## config.mk

```make
export PLATFORM = sky130hd
export DESIGN_NAME = postfix_expression_evaluator_top
export DESIGN_NICKNAME = d
export VERILOG_FILES = /design/src/hdl/pee_pkg.sv /design/src/hdl/pee_front.sv /design/src/hdl/pee_queue.sv /design/src/hdl/pee_back.sv /design/src/hdl/postfix_expression_evaluator_top.sv
export SDC_FILE = /design/constraint.sdc
export NUM_CORES = 2
export LEC_CHECK = 0
export ABC_AREA = 1
export BUFFER_PORTS_ARGS = -buffer_cell sky130_fd_sc_hd__buf_2
export CAP_MARGIN = 20
export CORE_ASPECT_RATIO = 1.1
export CORE_MARGIN = 4
export CORE_UTILIZATION = 30
export DETAILED_ROUTE_END_ITERATION = 6
export HOLD_SLACK_MARGIN = 0.12
export PLACE_DENSITY = 0.54
export SLEW_MARGIN = 20
export SYNTH_ARGS = -nofsm -noshare
export SYNTH_HDL_FRONTEND = slang
export SYNTH_SLANG_ARGS = --single-unit
```

## constraint.sdc

```tcl
create_clock -name i_clk -period 20.6 [get_ports i_clk]
set_clock_uncertainty 0.2 [all_clocks]
set_input_delay 4.12 -clock i_clk [delete_from_list [all_inputs] [get_ports i_clk]]
set_output_delay 4.12 -clock i_clk [all_outputs]
set_load 0.005 [all_outputs]
```

## src/hdl/pee_pkg.sv

```systemverilog
// Shared types and constants of the postfix expression evaluator.
`default_nettype none
package pee_pkg;
    localparam int unsigned STACK_DEPTH_DEF = 32;

    localparam logic [7:0] CH_SPACE = 8'h20;
    localparam logic [7:0] CH_COMMA = 8'h2C;
    localparam logic [7:0] CH_PLUS  = 8'h2B;
    localparam logic [7:0] CH_MINUS = 8'h2D;
    localparam logic [7:0] CH_STAR  = 8'h2A;
    localparam logic [7:0] CH_SLASH = 8'h2F;
    localparam logic [7:0] CH_ZERO  = 8'h30;
    localparam logic [7:0] CH_NINE  = 8'h39;

    localparam logic [2:0] ST_OK    = 3'd0;
    localparam logic [2:0] ST_UNDER = 3'd1;
    localparam logic [2:0] ST_OVER  = 3'd2;
    localparam logic [2:0] ST_DIVZ  = 3'd3;
    localparam logic [2:0] ST_EMPTY = 3'd4;

    typedef enum logic [2:0] {
        OP_PUSH,
        OP_ADD,
        OP_SUB,
        OP_MUL,
        OP_DIV,
        OP_FINISH
    } t_op;

    // One command from the tokenizer to the executor.
    typedef struct packed {
        t_op         op;
        logic [31:0] data;
    } t_cmd;

    typedef enum logic [2:0] {
        EX_IDLE,
        EX_READ,
        EX_CALC,
        EX_DIV,
        EX_WRITE,
        EX_RESULT
    } t_ex_state;

    function automatic logic [7:0] digit_val(input logic [7:0] c);
        return c - CH_ZERO;
    endfunction
endpackage
`default_nettype wire

```

## src/hdl/pee_front.sv

```systemverilog
// Tokenizer: turns characters into push, operator and finish commands.
`default_nettype none
module pee_front
    import pee_pkg::*;
(
    input  wire logic        i_clk,
    input  wire logic        i_rst_n,
    input  wire logic        i_valid,
    output logic             o_ready,
    input  wire logic [7:0]  i_char_code,
    input  wire logic        i_end_of_expr,
    output logic             o_cmd_valid,
    input  wire logic        i_cmd_ready,
    output t_cmd             o_cmd
);
    // Up to three commands per character; emit them one per cycle while i_cmd_ready is high.
    logic        r_busy, n_busy;
    logic [2:0]  r_pend, n_pend;
    t_cmd        r_c0, r_c1, r_c2, n_c0, n_c1, n_c2;
    logic        r_in_num, n_in_num, r_neg, n_neg, r_stop, n_stop;
    logic [31:0] r_acc, n_acc;

    logic is_dig, is_del, is_opr;
    t_cmd        q [0:2];
    logic [1:0]  qn;
    logic [31:0] num_v;

    assign o_ready     = !r_busy;
    assign o_cmd_valid = r_busy;
    assign o_cmd       = r_c0;

    always_comb begin
        is_dig = (i_char_code >= CH_ZERO) && (i_char_code <= CH_NINE);
        is_del = (i_char_code == CH_SPACE) || (i_char_code == CH_COMMA) ||
                 (i_char_code == 8'd0);
        is_opr = (i_char_code == CH_PLUS) || (i_char_code == CH_MINUS) ||
                 (i_char_code == CH_STAR) || (i_char_code == CH_SLASH);
        n_in_num = r_in_num; n_neg = r_neg; n_stop = r_stop; n_acc = r_acc;
        q[0] = '{op: OP_PUSH, data: 32'd0};
        q[1] = q[0];
        q[2] = q[0];
        qn = 2'd0;
        num_v = 32'd0;
        if (r_in_num) begin
            if (is_del) begin
                q[qn] = '{op: OP_PUSH, data: r_neg ? (32'd0 - r_acc) : r_acc};
                qn = qn + 2'd1;
                n_in_num = 1'b0; n_neg = 1'b0; n_stop = 1'b0; n_acc = 32'd0;
            end else if (is_dig && !r_stop) begin
                n_acc = r_acc * 32'd10 + {24'd0, digit_val(i_char_code)};
            end else begin
                n_stop = 1'b1;
            end
        end else if (r_neg && is_dig) begin
            n_in_num = 1'b1; n_stop = 1'b0;
            n_acc = {24'd0, digit_val(i_char_code)};
        end else begin
            if (r_neg) begin
                n_neg = 1'b0;
                q[qn] = '{op: OP_SUB, data: 32'd0};
                qn = qn + 2'd1;
            end
            if (!is_del) begin
                if (i_char_code == CH_MINUS) begin
                    n_neg = 1'b1;
                end else if (is_opr) begin
                    q[qn] = '{op: (i_char_code == CH_PLUS) ? OP_ADD :
                              (i_char_code == CH_STAR) ? OP_MUL : OP_DIV,
                              data: 32'd0};
                    qn = qn + 2'd1;
                end else begin
                    n_in_num = 1'b1; n_neg = 1'b0;
                    n_stop = !is_dig;
                    n_acc = is_dig ? {24'd0, digit_val(i_char_code)} : 32'd0;
                end
            end
        end
        if (i_end_of_expr) begin
            if (n_in_num) begin
                num_v = n_neg ? (32'd0 - n_acc) : n_acc;
                q[qn] = '{op: OP_PUSH, data: num_v};
                qn = qn + 2'd1;
            end else if (n_neg) begin
                q[qn] = '{op: OP_SUB, data: 32'd0};
                qn = qn + 2'd1;
            end
            q[qn] = '{op: OP_FINISH, data: 32'd0};
            qn = qn + 2'd1;
            n_in_num = 1'b0; n_neg = 1'b0; n_stop = 1'b0; n_acc = 32'd0;
        end
    end

    always_comb begin
        n_busy = r_busy; n_pend = r_pend;
        n_c0 = r_c0; n_c1 = r_c1; n_c2 = r_c2;
        if (r_busy) begin
            if (i_cmd_ready) begin
                n_c0 = r_c1; n_c1 = r_c2;
                n_pend = {1'b0, r_pend[2:1]};
                n_busy = r_pend[1];
            end
        end else if (i_valid) begin
            n_c0 = q[0]; n_c1 = q[1]; n_c2 = q[2];
            n_pend = (qn == 2'd0) ? 3'b000 : (qn == 2'd1) ? 3'b001 :
                     (qn == 2'd2) ? 3'b011 : 3'b111;
            n_busy = qn != 2'd0;
        end
    end

    always_ff @(posedge i_clk) begin
        if (!i_rst_n) begin
            r_busy <= 1'b0; r_pend <= 3'b000;
            r_in_num <= 1'b0; r_neg <= 1'b0; r_stop <= 1'b0; r_acc <= 32'd0;
        end else begin
            r_busy <= n_busy; r_pend <= n_pend;
            if (!r_busy && i_valid) begin
                r_in_num <= n_in_num; r_neg <= n_neg;
                r_stop <= n_stop; r_acc <= n_acc;
            end
        end
        r_c0 <= n_c0; r_c1 <= n_c1; r_c2 <= n_c2;
    end
endmodule
`default_nettype wire

```

## src/hdl/pee_queue.sv

```systemverilog
// Small command queue between the tokenizer and the executor.
`default_nettype none
module pee_queue
    import pee_pkg::*;
(
    input  wire logic i_clk,
    input  wire logic i_rst_n,
    input  wire logic i_valid,
    output logic      o_ready,
    input  wire t_cmd i_cmd,
    output logic      o_valid,
    input  wire logic i_ready,
    output t_cmd      o_cmd
);
    t_cmd       r_mem [0:3];
    logic [1:0] r_wp, r_rp;
    logic [2:0] r_cnt;
    logic       wr, rd;

    assign o_ready = r_cnt != 3'd4;
    assign o_valid = r_cnt != 3'd0;
    assign o_cmd   = r_mem[r_rp];
    assign wr = i_valid && o_ready;
    assign rd = o_valid && i_ready;

    always_ff @(posedge i_clk) begin
        if (!i_rst_n) begin
            r_wp <= 2'd0; r_rp <= 2'd0; r_cnt <= 3'd0;
        end else begin
            if (wr) r_wp <= r_wp + 2'd1;
            if (rd) r_rp <= r_rp + 2'd1;
            r_cnt <= r_cnt + {2'd0, wr} - {2'd0, rd};
        end
        if (wr) r_mem[r_wp] <= i_cmd;
    end
endmodule
`default_nettype wire

```

## src/hdl/pee_back.sv

```systemverilog
// Executor: operand stack, ALU with iterative divider, result register.
`default_nettype none
module pee_back
    import pee_pkg::*;
#(
    parameter int unsigned STACK_DEPTH = STACK_DEPTH_DEF
) (
    input  wire logic         i_clk,
    input  wire logic         i_rst_n,
    input  wire logic         i_valid,
    output logic              o_ready,
    input  wire t_cmd         i_cmd,
    output logic              o_valid,
    input  wire logic         i_ready,
    output logic signed [31:0] o_value,
    output logic [2:0]        o_status
);
    localparam int CW = $clog2(STACK_DEPTH + 1);
    localparam int AW = $clog2(STACK_DEPTH);

    logic [31:0] r_mem [0:STACK_DEPTH-1];
    t_ex_state   r_st, n_st;
    logic [CW-1:0] r_cnt;
    logic [2:0]  r_err;
    t_op         r_op;
    logic [31:0] r_rd, r_a, r_b, r_res;
    logic [31:0] r_q, r_rem, r_div;
    logic [5:0]  r_it;
    logic        r_qneg;
    logic        r_ov;
    logic [32:0] sub;
    logic [AW-1:0] rd_addr;
    logic [CW-1:0] cnt_m1, cnt_m2;

    assign cnt_m1 = r_cnt - CW'(1);
    assign cnt_m2 = r_cnt - CW'(2);
    assign o_ready = (r_st == EX_IDLE) && !o_valid;
    assign sub = {r_rem[30:0], r_q[31]} - {1'b0, r_div};

    always_comb begin
        n_st = r_st;
        unique case (r_st)
            EX_IDLE: if (i_valid && o_ready) begin
                priority if (i_cmd.op == OP_PUSH) n_st = EX_WRITE;
                else if (i_cmd.op == OP_FINISH)
                    n_st = (r_cnt == '0) ? EX_RESULT : EX_READ;
                else if (r_cnt < CW'(2)) n_st = EX_IDLE;
                else n_st = EX_READ;
            end
            EX_READ:   n_st = (r_op == OP_FINISH) ? EX_IDLE : EX_CALC;
            EX_CALC:   n_st = (r_op == OP_DIV && r_b != 32'd0) ? EX_DIV : EX_WRITE;
            EX_DIV:    if (r_it == 6'd32) n_st = EX_WRITE;
            EX_WRITE:  n_st = EX_IDLE;
            EX_RESULT: n_st = EX_IDLE;
            default:   n_st = EX_IDLE;
        endcase
    end

    // Read address: top for finish and operand b, below top while fetching operand a.
    always_comb begin
        rd_addr = AW'(cnt_m1);
        if (r_st == EX_IDLE && i_cmd.op != OP_FINISH) rd_addr = AW'(cnt_m1);
        if (r_st == EX_READ && r_op != OP_FINISH) rd_addr = AW'(cnt_m2);
    end

    always_ff @(posedge i_clk) begin
        r_rd <= r_mem[rd_addr];
        if (r_st == EX_WRITE && !r_ov) r_mem[AW'(r_cnt)] <= r_res;
    end

    always_ff @(posedge i_clk) begin
        if (!i_rst_n) begin
            r_st <= EX_IDLE; r_cnt <= '0; r_err <= ST_OK; o_valid <= 1'b0;
        end else begin
            r_st <= n_st;
            if (o_valid && i_ready) o_valid <= 1'b0;
            unique case (r_st)
                EX_IDLE: if (i_valid && o_ready) begin
                    r_op <= i_cmd.op;
                    r_res <= i_cmd.data;
                    r_ov <= r_cnt >= CW'(STACK_DEPTH);
                    if (i_cmd.op == OP_PUSH && r_cnt >= CW'(STACK_DEPTH) && r_err == ST_OK)
                        r_err <= ST_OVER;
                    if (i_cmd.op != OP_PUSH && i_cmd.op != OP_FINISH &&
                        r_cnt < CW'(2) && r_err == ST_OK)
                        r_err <= ST_UNDER;
                end
                EX_READ: if (r_op != OP_FINISH) r_b <= r_rd;
                else begin
                    o_valid <= 1'b1; o_value <= r_rd; o_status <= r_err;
                    r_cnt <= '0; r_err <= ST_OK;
                end
                EX_CALC: begin
                    r_a <= r_rd;
                    r_cnt <= cnt_m2;
                    r_ov <= 1'b0;
                    r_qneg <= r_rd[31] ^ r_b[31];
                    r_q <= r_rd[31] ? 32'd0 - r_rd : r_rd;
                    r_div <= r_b[31] ? 32'd0 - r_b : r_b;
                    r_rem <= 32'd0;
                    r_it <= 6'd0;
                    unique case (r_op)
                        OP_ADD: r_res <= r_rd + r_b;
                        OP_SUB: r_res <= r_rd - r_b;
                        OP_MUL: r_res <= r_rd * r_b;
                        default: begin
                            r_res <= 32'd0;
                            if (r_b == 32'd0 && r_err == ST_OK) r_err <= ST_DIVZ;
                        end
                    endcase
                end
                EX_DIV: begin
                    // restoring division, one quotient bit per cycle
                    if (r_it == 6'd32) begin
                        r_res <= r_qneg ? 32'd0 - r_q : r_q;
                    end else begin
                        r_it <= r_it + 6'd1;
                        if (!sub[32]) begin
                            r_rem <= sub[31:0];
                            r_q <= {r_q[30:0], 1'b1};
                        end else begin
                            r_rem <= {r_rem[30:0], r_q[31]};
                            r_q <= {r_q[30:0], 1'b0};
                        end
                    end
                end
                EX_WRITE: if (!r_ov) r_cnt <= r_cnt + CW'(1);
                EX_RESULT: begin
                    o_valid <= 1'b1; o_value <= 32'd0;
                    o_status <= (r_err != ST_OK) ? r_err : ST_EMPTY;
                    r_err <= ST_OK;
                end
                default: ;
            endcase
        end
    end
endmodule
`default_nettype wire

```

## src/hdl/postfix_expression_evaluator_top.sv

```systemverilog
// Top level of the postfix expression evaluator.
// Input channel: one ASCII character per request (i_char_code) with
// i_end_of_expr marking the last one. Output channel: one result request
// (o_value, o_status) per expression, given after the last character.
// A tokenizer front end turns characters into push, operator and finish
// commands; a four-entry command queue decouples it from the executor,
// which owns the operand stack memory and a one-bit-per-cycle divider.
// The front end takes no new character while it still emits the commands of
// the last one; the executor takes one command at a time, its 32-step
// divider setting the worst case.
// Reset clears the stack count, token state and error status; stack
// contents are not cleared. While a result waits for i_ready, the executor
// holds and the queue and front end fill, then o_ready drops.
`default_nettype none
module postfix_expression_evaluator_top
    import pee_pkg::*;
#(
    parameter int unsigned STACK_DEPTH = STACK_DEPTH_DEF
) (
    input  wire logic         i_clk,
    input  wire logic         i_rst_n,
    input  wire logic         i_valid,
    output logic              o_ready,
    input  wire logic [7:0]   i_char_code,
    input  wire logic         i_end_of_expr,
    output logic              o_valid,
    input  wire logic         i_ready,
    output logic signed [31:0] o_value,
    output logic [2:0]        o_status
);
    t_cmd f_cmd, q_cmd;
    logic f_valid, f_ready, q_valid, q_ready;

    pee_front u_front (
        .i_clk, .i_rst_n, .i_valid, .o_ready, .i_char_code, .i_end_of_expr,
        .o_cmd_valid(f_valid), .i_cmd_ready(f_ready), .o_cmd(f_cmd)
    );

    pee_queue u_queue (
        .i_clk, .i_rst_n, .i_valid(f_valid), .o_ready(f_ready), .i_cmd(f_cmd),
        .o_valid(q_valid), .i_ready(q_ready), .o_cmd(q_cmd)
    );

    pee_back #(.STACK_DEPTH(STACK_DEPTH)) u_back (
        .i_clk, .i_rst_n, .i_valid(q_valid), .o_ready(q_ready), .i_cmd(q_cmd),
        .o_valid, .i_ready, .o_value, .o_status
    );
endmodule
`default_nettype wire
```

# Yosys cells after proc, flatten, opt, wreduce, memory -nomap -nowiden
# Memory sizes are Yosys's and may differ from the RTL's. A register that Yosys moved wholly into a read port is not among the register bits.
# Cells that the tools add are included.
[totals] regBits=369 mem_bits_rw=1164 input_bits=13 output_inout_bits=37 word_cells=311 n_memories=2
[memory_table] name="u_back.r_mem" words=32 word_bits=32 rd=1 rd_ports_with_merged_regs=1 write_ports=1 line="pee_back.sv:21" rtl="logic [31:0] r_mem [0:STACK_DEPTH-1];"
[memory_table] name="u_queue.r_mem" words=4 word_bits=35 rd=1 rd_ports_with_merged_regs=1 write_ports=1 line="pee_queue.sv:15" rtl="t_cmd r_mem [0:3];"
[op_classes] addsub=21 mul=2 magnitude_cmp=10 n_eq_ne=36 mux=135 bitwise=11 n_reduce_logical=63
[ops] op="two-way mux 105 bit" n=8
[ops] op="two-way mux 32 bit" n=17
[ops] op="two-way mux 35 bit" n=12
[ops] op="bitwise mux 105 bit" n=2
[ops] op="demux 35 bit (select 2 bit)" n=3
[ops] op="one-hot mux 32 bit (3 select lines)" n=2
[ops] op="subtractor 1 x 32 -> 32 bit (first input constant)" n=5
[ops] op="one-hot mux 32 bit (2 select lines)" n=2
[ops] op="bitwise AND 102 bit" n=1
[ops] op="NOT 102 bit" n=1
[ops] op="bitwise AND 99 bit" n=1
[ops] op="NOT 99 bit" n=1
[ops] op="two-way mux 31 bit" n=3
[ops] op="two-way mux 70 bit" n=1
[ops] op="two-way mux 3 bit" n=22
[ops] op="one-hot mux 31 bit (2 select lines)" n=1
[ops] op="equality test 8 x 6 -> 1 bit (second input constant)" n=6
[ops] op="two-way mux 1 bit" n=35
[ops] op="two-way mux 34 bit" n=1
[ops] op="subtractor 32 x 32 -> 33 bit" n=1
[ops] op="adder 32 bit" n=1
[ops] op="adder 32 x 8 -> 32 bit" n=1
[ops] op="logical NOT 32 bit" n=1
[ops] op="multiplier 32 x 3 -> 31 bit (second input constant)" n=1
[ops] op="57 further kinds" n=149

# Depth between registers and ports, before layout
[depth] word_depth=25 mapped_depth=35 ltp_nobuf=33

# By module
# From an unflattened synthesis, not the netlist that was laid out.
[unflattened] hier_cells=9554 area_unflattened_um2=91372.6
[modules_own_cells] module="pee_back" n_inst=1 cells_per_inst=7216 area_per_inst_um2=72828.6 seq_area_each_um2=37786.2
[modules_own_cells] module="pee_front" n_inst=1 cells_per_inst=1935 area_per_inst_um2=12889.9 seq_area_each_um2=3883.7
[modules_own_cells] module="pee_queue" n_inst=1 cells_per_inst=403 area_per_inst_um2=5654.2 seq_area_each_um2=4384.2

# Least setup slack after synthesis
# Ideal clock, no wire load.
[synth_timing] kind="input to register" startpoint="in i_rst_n" endpoint="reg u_back.r_it[0] (enable)" setup_ps=496 arrival_time_ps=7337 required_ps=19904 setup_slack_ps=12567 cell_stages=3 path_buffers=1 path_cell_list="clkbuf_1 > o21ai_0 > nor2_1"
[synth_via] elab_chain_cells=1
[synth_rtl] item="from (decl)" line="postfix_expression_evaluator_top.sv:21" rtl="input wire logic i_rst_n,"
[synth_rtl] item="AND reduction 3 bit (no source line)"
[synth_rtl] item="to (signal assigned)" line="pee_back.sv:117" rtl="r_it <= r_it + 6'd1;"
[synth_rtl] item="to (decl)" line="pee_back.sv:28" rtl="logic [5:0] r_it;"
# No other way between the ends.
# A chain may end at the register's enable or synchronous reset.

# Final worst setup path
[layout_timing] startpoint="reg u_back.r_b[14]" endpoint="reg u_back.r_res[30], data pin"
[layout_via] elab_chain_cells=3 elab_cells_between_ends=5 classes_between="2 x add/sub; 1 x mul; 2 x mux"
[layout_rtl] item="from (decl)" line="pee_back.sv:26" rtl="logic [31:0] r_rd, r_a, r_b, r_res;"
[layout_rtl] item="from (signal assigned)" line="pee_back.sv:88" rtl="EX_READ: if (r_op != OP_FINISH) r_b <= r_rd;"
[layout_rtl] item="multiplier 32 x 32 -> 32 bit, or another cell as far along" line="pee_back.sv:105" rtl="OP_MUL: r_res <= r_rd * r_b;"
[layout_rtl] item="one-hot mux 32 bit (3 select lines) (*)" line="pee_back.sv:102" rtl="unique case (r_op)"
[layout_rtl] item="one-hot mux 32 bit (3 select lines) (*)" line="pee_back.sv:77" rtl="unique case (r_st)"
[layout_rtl] item="to (signal assigned)" line="pee_back.sv:103" rtl="OP_ADD: r_res <= r_rd + r_b;"
[layout_rtl] item="to (signal assigned)" line="pee_back.sv:104" rtl="OP_SUB: r_res <= r_rd - r_b;"
[layout_rtl] item="to (signal assigned)" line="pee_back.sv:105"
[layout_rtl] item="to (decl)" line="pee_back.sv:26"
# Every way passes the cells marked *; elsewhere a longest branch is shown, timed or not.

==> metrics <==
status finished clean; # DRC 0; nets approximately 9700; Critical Path Start Type flop; Setup violations, final 0; Yosys reg bits between 1500 and 2000; sequential cell area fraction in the yosys report 51.4%; Vias 66500; I/O Buffers 49; fraction of layout cells with a size suffix above 1 7.40%; CP Data Required Time 20920 ps; Die ar. 0.308 sq mm; relative slew slack about a quarter; via/cell ratio 5.11; Slew Viols, Final 0; final wirelength approximately 290 mm; vias in the first global route 66100; synth top area cells edfxtp_1, fa_1, nand2_1, o21ai_0, inv_1; H-Tree Depth 4; global-route wire length before repair approximately 430 mm; Synth Warn # 0; fmax 0.119 GHz; # clock sinks 1564; Final Wtd Congestion 0.913; Worst-Skew Late Latency 840 ps; RSZ-0062 raised after global routing false; post-CTS setup buffers 0; CP delay by family, top adder cells; I/O Pins 50; GRT Util Overall a little under a fifth; Final Hold Violating Endpoints 0; Hold-fix buffers, CTS 0; grt ovf 0; DIE HEIGHT 581 microns; crit share post-route 40.7%; crit path DAT 8700 ps; CP Capture Type flop; synthesized area around 0.090 sq mm; dominant synthesized flop cell edfxtp_1; Mapped Avg Cell Area 9.87 sq um; Distinct cells, synth 77; initial DRC count 6273; CTS tree yes; antenna viol nets, final 0; Initial Util 30.1%; CP most frequent cell fa_1; Rows 210; most area-hungry cell type in the Yosys netlist edfxtp_1; Clk pin slew, worst setup/hold paths 60 ps; CP max stage delay 800 ps; Fin Setup TNS 0 ps; Hold Path Class flop to flop; initial antenna violation count 7; worst-path maximum fanout 13; Detail Placement HPWL between 150 and 200 mm; Post-synth EDFFs 1473; core area a little under 0.3 sq mm; min Tclk post-route 8380 ps; root buf cell clkbuf_16; worst slew pin tran 1140 ps; total CTS buffers 170; CP Cell Sequence buf_4, nand2_1, fa_1, inv_1, fa_1, inv_1, fa_1, fa_1, inv_1, fa_1, fa_1, fa_1, fa_1, ha_1, nand2_1, nor2_1, a2111oi_0, o211ai_1, a21oi_1, o21bai_1, o21ai_0, nand2_1, nand2_1, o2111ai_1; syn_nets ~9800; cts repair resizes 0; top-area cell type share of the netlist area 49.3%; count leader, synth nand2_1; Clock Tree Buf Depth 4; CP Buf/Inv Count 4; kind of critical path flop to flop; largest net degree at the start of global routing between 150 and 200; Post-synth top cells nand2_1, edfxtp_1, inv_1; WL per Instance 21.9 microns; die width about 530 microns; Max-Cap Viols 0; ys async rst share 0%; First-pass DRT Iterations 7; synthesized netlist cell count roughly 9000; P&R area growth vs syn 11.5%; slowest CP cell edfxtp_1
## cell type report
type | count | area, sq um
Antenna cell | 2 | 5.00
Clock buffer | 202 | 4510
Clock inverter | 101 | 817
Fill cell | 30000 | 197000
Inverter | 1219 | 4600
Multi-Input combinational cell | 5802 | 37600
Sequential cell | 1564 | 46100
Tap cell | 3922 | 4910
Timing Repair Buffer | 204 | 1510
## registers in the layout, indices dropped and copies added, names as in the netlist, 6 cells and up, named ones only
name            count
u_back.r_div       32
u_front.r_c1       35
u_queue.r_mem     140
u_back.r_rem       31
u_back.o_value     32
u_front.r_acc      32
u_back.r_cnt        6
u_back.r_mem     1024
u_back.r_q         32
u_back.r_b         32
u_back.r_it         6
u_front.r_c2       34
u_back.r_rd        32
u_back.r_res       32
u_front.o_cmd      35
## routing by layer
metal	share of wire (%)	up-vias	wire, microns	GRT usage [%]
li1	-	30500	-	-
met1	43	33200	122000	24.1
met2	48	2305	136000	30.2
met3	5.9	528	16800	2.10
met4	3.9	0	11200	6.64
met5	0	-	0	0
## logic make-up (layout without fill, tap and decap cells)
kind of cell / count (synthesis) / in the layout / synth area share, %
xor gates and xnor gates: 202 / 202 / 1.97
and+or+nand+nor: 3079 / 3079 / 14.3
adders and majority gates: 693 / 693 / 13.1
AOI/OAI and AO/OA: 1828 / 1828 / 12.0
DFF: 1564 / 1564 / 51.4
buffers and inverters: 1715 / 1726 / 7.21
other: 0 / 2 / 0
## final timing paths
check,start,end,slack (ps),cells after the start
worst max register to register,u_back.r_b[14]$_DFFE_PP_,u_back.r_res[30]$_DFFE_PP_,12220,24
worst min register to register,u_back.r_err[1]$_SDFFE_PN0P_,u_back.o_status[1]$_DFFE_PP_,270,0
worst max-delay path,u_back.r_b[14]$_DFFE_PP_,u_back.r_res[30]$_DFFE_PP_,12220,24
worst min-delay path,u_back.r_err[1]$_SDFFE_PN0P_,u_back.o_status[1]$_DFFE_PP_,270,0
## metrics by stage
step	setup slack, ps	area (sq um)	instances	hold slack, ps	util [%]
after floorplan	12570	89700	9081	229	-
after global placement	11790	94500	12700	252	31.8
after detailed placement	11770	94600	12700	251	31.8
after CTS	12260	99900	13000	267	33.6
after global routing	11920	100000	13000	290	33.6
final	12220	100000	13000	272	33.6
## layout by cell type (no fill, tap or decap), drive strengths merged, types with 4 or more instances in the layout
cell	instances
o41ai	7
edfxtp	1473
xor2	114
clkinvlp	11
a21boi	5
o311ai	4
o22ai	58
dfxtp	91
bufinv	10
buf	204
nand3b	5
nand3	250
a211oi	6
and3	34
o21bai	21
o211ai	54
a221o	5
xnor2	88
o221ai	228
inv	1217
clkinv	82
clkbuf	202
nand2	1573
o21a	5
a311oi	32
ha	280
a221oi	10
nand4	70
fa	413
o21ai	933
nor4	15
or3	5
o31ai	11
o2111ai	5
a31oi	63
or2	20
nor3	69
a21oi	362
nor2	1033
Power is not shown: default switching activity piles up to over one toggle a cycle in this logic, so the estimate is an artifact.
